$ cat config.mk
export PLATFORM = sky130hd
export DESIGN_NAME = fsht_alu
export DESIGN_NICKNAME = d
export VERILOG_FILES = /design/src/rtl/core/fsht_pkg.sv /design/src/rtl/core/fsht_alu.sv
export SDC_FILE = /design/constraint.sdc
export NUM_CORES = 1
export LEC_CHECK = 0
export BUFFER_PORTS_ARGS = -buffer_cell sky130_fd_sc_hd__buf_2
export CORE_MARGIN = 2
export CORE_UTILIZATION = 55
export DETAILED_ROUTE_END_ITERATION = 16
export PLACE_DENSITY = 0.87
export SLEW_MARGIN = 20
export SYNTH_ARGS = -nofsm -noshare
export SYNTH_HDL_FRONTEND = slang
export SYNTH_SLANG_ARGS = --single-unit
$ cat constraint.sdc
create_clock -name vclk -period 5.7
set_input_delay 0.57 -clock vclk [all_inputs]
set_output_delay 0.57 -clock vclk [all_outputs]
set_load 0.1 [all_outputs]
$ cat src/rtl/core/fsht_pkg.sv
// shared types and constants for the fold-shift hash table insert engine
package fsht_pkg;

  localparam int SLOTS      = 256;
  localparam int ADDR_W     = $clog2(SLOTS);
  localparam int SIZE_W     = ADDR_W + 1;
  localparam int ID_W       = 10;
  localparam int CNT_W      = 10;
  localparam int SUM_W      = 12;
  localparam int BITCNT_W   = $clog2(SUM_W);
  localparam int ALU_W      = SIZE_W + 1;

  localparam logic [SIZE_W-1:0] SIZE_RESET = SIZE_W'(101);
  localparam logic [SIZE_W-1:0] SIZE_MAX   = SIZE_W'(SLOTS);
  localparam logic [ALU_W-1:0]  PROBE_STEP = ALU_W'(7);
  localparam logic [CNT_W-1:0]  COUNT_MAX  = {CNT_W{1'b1}};

  typedef enum logic [1:0] {
    MODE_INSERT = 2'd0,
    MODE_READ   = 2'd1,
    MODE_CLEAR  = 2'd2,
    MODE_NONE   = 2'd3
  } mode_t;

  typedef enum logic {
    ALU_ADD,
    ALU_SUB
  } alu_op_t;

  typedef enum logic [3:0] {
    ST_IDLE,
    ST_MOD,
    ST_HOME,
    ST_CNT_UPD,
    ST_PADD,
    ST_PCHK,
    ST_PLACE,
    ST_RD,
    ST_RD_WAIT,
    ST_DONE
  } state_t;

  typedef struct packed {
    logic              clear_all;
    logic              occ_set;
    logic [ADDR_W-1:0] set_addr;
    logic              ent_we;
    logic [ID_W-1:0]   ent_wdata;
    logic              cnt_we;
    logic [ADDR_W-1:0] cnt_addr;
    logic [CNT_W-1:0]  cnt_wdata;
    logic              rd_en;
    logic [ADDR_W-1:0] rd_addr;
    logic [ADDR_W-1:0] prb_addr;
  } store_req_t;

endpackage

$ cat src/rtl/core/fsht_alu.sv
// shared add/subtract unit for remainder steps, probe stepping and probe bound checks
module fsht_alu
  import fsht_pkg::*;
(
  input  alu_op_t          op,
  input  logic [ALU_W-1:0] a,
  input  logic [ALU_W-1:0] b,
  output logic [ALU_W-1:0] res,
  output logic             no_borrow
);

  logic [ALU_W:0] full;

  always_comb begin
    if (op == ALU_SUB) begin
      full = {1'b0, a} + {1'b0, ~b} + {{ALU_W{1'b0}}, 1'b1};
    end else begin
      full = {1'b0, a} + {1'b0, b};
    end
  end

  assign res       = full[ALU_W-1:0];
  assign no_borrow = full[ALU_W];

endmodule

* Word level (Yosys, flattened, before mapping)
Cells that the tools add are included.
Word-level totals: register bits after elaboration 0, output and inout port bits 11, bits of input ports 21
Operators by class: mux-type cells 1, add/sub/neg operators 3, bitwise gates (word level) 1
Operators by type and width (count):
- $add A10 B10 Y11 | 2
- $add A11 B1 Y11 const B | 1
- $mux W11 | 1
- $not A10 Y10 | 1

* Depth between registers and ports, before layout
depth after elaboration 4, gate-level depth with buffers 10, mapped depth without buffers 10

* Least setup slack after synthesis
Ideal clock, no wire load.
kind input to output, start point in a[0], end point out res[8], buffers on the path 0, stages on the path 9, path slack 1.539 ns, arrival time 3.591 ns, data required time 5.130 ns, cells stage by stage ha_1 inv_1 fa_1 o21ba_1 nand2b_4 and3b_1 o41ai_2 o21ai_1 xnor2_1
On the way: word-level cells in the longest chain between the ends 3, elaborated cells on any way between the ends 4
RTL lines:
- start: declaration | RTL line fsht_alu.sv:6 | input logic [ALU_W-1:0] a,
- $add A10 B10 Y11 | RTL line fsht_alu.sv:16 | full = {1'b0, a} + {1'b0, ~b} + {{ALU_W{1'b0}}, 1'b1};
- $add A11 B1 Y11 | RTL line fsht_alu.sv:16
- $mux W11 (*) | RTL line fsht_alu.sv:15 | if (op == ALU_SUB) begin
- end: declaration | RTL line fsht_alu.sv:8 | output logic [ALU_W-1:0] res,
Every way passes the cells marked *; elsewhere a longest branch is shown, timed or not.

* Worst setup path in the final report
Ends and elaborated chain as after synthesis.

==> results.ini <==
[status]
run_status = complete, no violations

[grt]
grt_pass1_wl_mm = 3.381
gr-total-overflow = 0
track_usage_pct = 21.40
grt_antenna_before_repair = 0
first_global_vias = 858
grt_max_degree = 22

[finish]
layout-drive-gt1-share_pct = 23.68
fill_cells = 132
layout.cells.non_filler = 168
area_delta_synth_final_pct = 16.53
ff_latch_area_sq_um = 0
clkbuf_count = 0
final_common_cell = buf_2
design.seq.count = 0
layout_common_cells = 32 x buf_2, 20 x ha_1, 19 x inv_1, 9 x a21oi_1, 9 x nor2_1
multi_input_area_sq_um = 798.3
antenna_cells = 0
nets = 197

[placed_design]
port_buffers = 32
gp_congestion = 0.8314
hpwl_mm = 1.697
numPlacedInstances = 168

[route]
via_count = 929
drt_first_iter_violations = 19
routedWlPerCell_microns = 11.45
dr.pass1.iters = 4
route.detailed.drc = 0
vias_per_cell = 5.530
routed_wl_mm = 1.923
ant_nets = 0

[cts]
cts_resized = 0
cts_setup_buffers = 0
cts_hold_buf = 0

[critical_path]
cp.required_ps = 5130
cpMostUsedCell = buf_2
crit_path_end_kind = output port
path_cells = buf_2 -> ha_1 -> inv_1 -> fa_1 -> o21ba_1 -> nand2b_4 -> and3b_1 -> o41ai_2 -> o21ai_1 -> xnor2_1 -> buf_2
arrival_ps = 2860
cp_top_family = compound AO/OA/AOI/OAI gates
critPathKind = primary input to output port
path_max_fanout = 2
max_stage_delay_ps = 440
cp-start-kind = primary input
crit_slowest_cell = buf_2
crit_buf_inv = 3

[die]
core-area_sq_um = 1524
ios = 32
die_y_microns = 44.47
num_rows = 14
die-area_sq_um = 1978
die_width_microns = 44.47
start_util_pct = 59.11

[logic_synthesis]
synth_cell_types = 33
syn_inst = 126
syn_area_sq_um = 900.9
ys_warn_count = 0
synth_area_per_cell_sq_um = 7.150
synth_nets = 169
seq_area_frac_synth_pct = 0

[timing]
drv_slew = 0
fin_hold_ws_ps = 1660
fin_crit_sh_pct = 60.22
fmax_ghz = 0.2913
hold_viol_final = 0
totalNegativeSetupSlack_ps = 0
fin_crit_ps = 3432
maxSlewHeadroom_pct = 67.68
tightestPinTransition_ps = 488.2
setup_violations = 0
rsz0062_at_grt = no

[min_path]
hp-class = primary input to output port

[flow_run]
timing.max_cap.violations = 0

[pwr]
pwr_density_cell_nw_per_um2 = 216.0
peakVddDrop_mv = 0.1395
p_leak_nw = 0.5709

final timing paths:
path,startpoint,to,depth (start not counted)
worst max-delay path,a[0],res[8],11
worst min-delay path,b[0],res[0],4
synth_stat cells:
master / number / area (sq um)
nand2b_4: 1 / 13.76
ha_1: 20 / 250.2
a21o_1: 4 / 30.03
nor2_4: 1 / 11.26
and3b_1: 1 / 8.760
a31o_2: 1 / 8.760
a211oi_1: 6 / 45.04
inv_1: 19 / 71.32
a21oi_1: 9 / 45.04
nand2_1: 5 / 18.77
o21bai_1: 1 / 7.510
buf_2: 1 / 5.000
fa_1: 2 / 40.04
nor2_1: 9 / 33.78
and3_1: 1 / 6.260
o41ai_2: 1 / 16.27
buf_6: 1 / 11.26
o31ai_1: 3 / 22.52
o21ba_1: 1 / 10.01
and2_1: 1 / 6.260
nor2b_1: 5 / 31.28
a21boi_0: 1 / 7.510
mux2i_1: 1 / 10.01
o21ai_0: 7 / 35.03
o21ai_1: 2 / 10.01
nor3_1: 4 / 20.02
o211ai_1: 1 / 7.510
nand3_1: 1 / 5.000
nor4_1: 1 / 6.260
a311oi_1: 1 / 8.760
xnor2_1: 8 / 70.07
nand2b_1: 2 / 12.51
clkbuf_1: 4 / 15.01
where the power goes:
part	switching (mW)	leakage, nW	total (mW)	internal (mW)
registers	0	0	0	0
clock network	0	0	0	0
logic	0.174	0.571	0.227	0.0526
stage by stage:
step / worst slack (ps) / utilization (%) / instance area [sq um] / power [mW]
global placement: 2354 / 68.88 / 1050 / 0.2233
CTS: 2278 / 68.88 / 1050 / 0.2273
detailed placement: 2286 / 68.88 / 1050 / 0.2269
floorplan: 1539 / - / 900.9 / 0.1915
global route: 2092 / 68.88 / 1050 / 0.2408
finish: 2268 / 68.88 / 1050 / 0.2267
per-layer routing:
metal,global-route usage [%],wire length (microns),part of all wire [%],up-vias
met5,0,0,0,-
met3,0.4082,73,3.8,2
met1,27.25,859,45,417
met4,2.424,16,0.83,0
met2,40.58,974,51,30
li1,-,-,-,480
final cells by class:
cell class / instances / area share, %
Inverter: 19 / 6.794
Multi-Input combinational cell: 101 / 76.04
Tap cell: 16 / 1.907
Timing Repair Buffer: 32 / 15.26
logic make-up after synthesis:
group           count (synthesis)  share of synthesized area, %
fa+ha+maj                      22                         32.22
buf+inv                        25                         11.39
simple gates                   32                         19.31
compound gates                 38                         28.20
xor+xnor                        8                         7.778
mux                             1                         1.111
No activity file was read; power rests on OpenSTA's default activity.
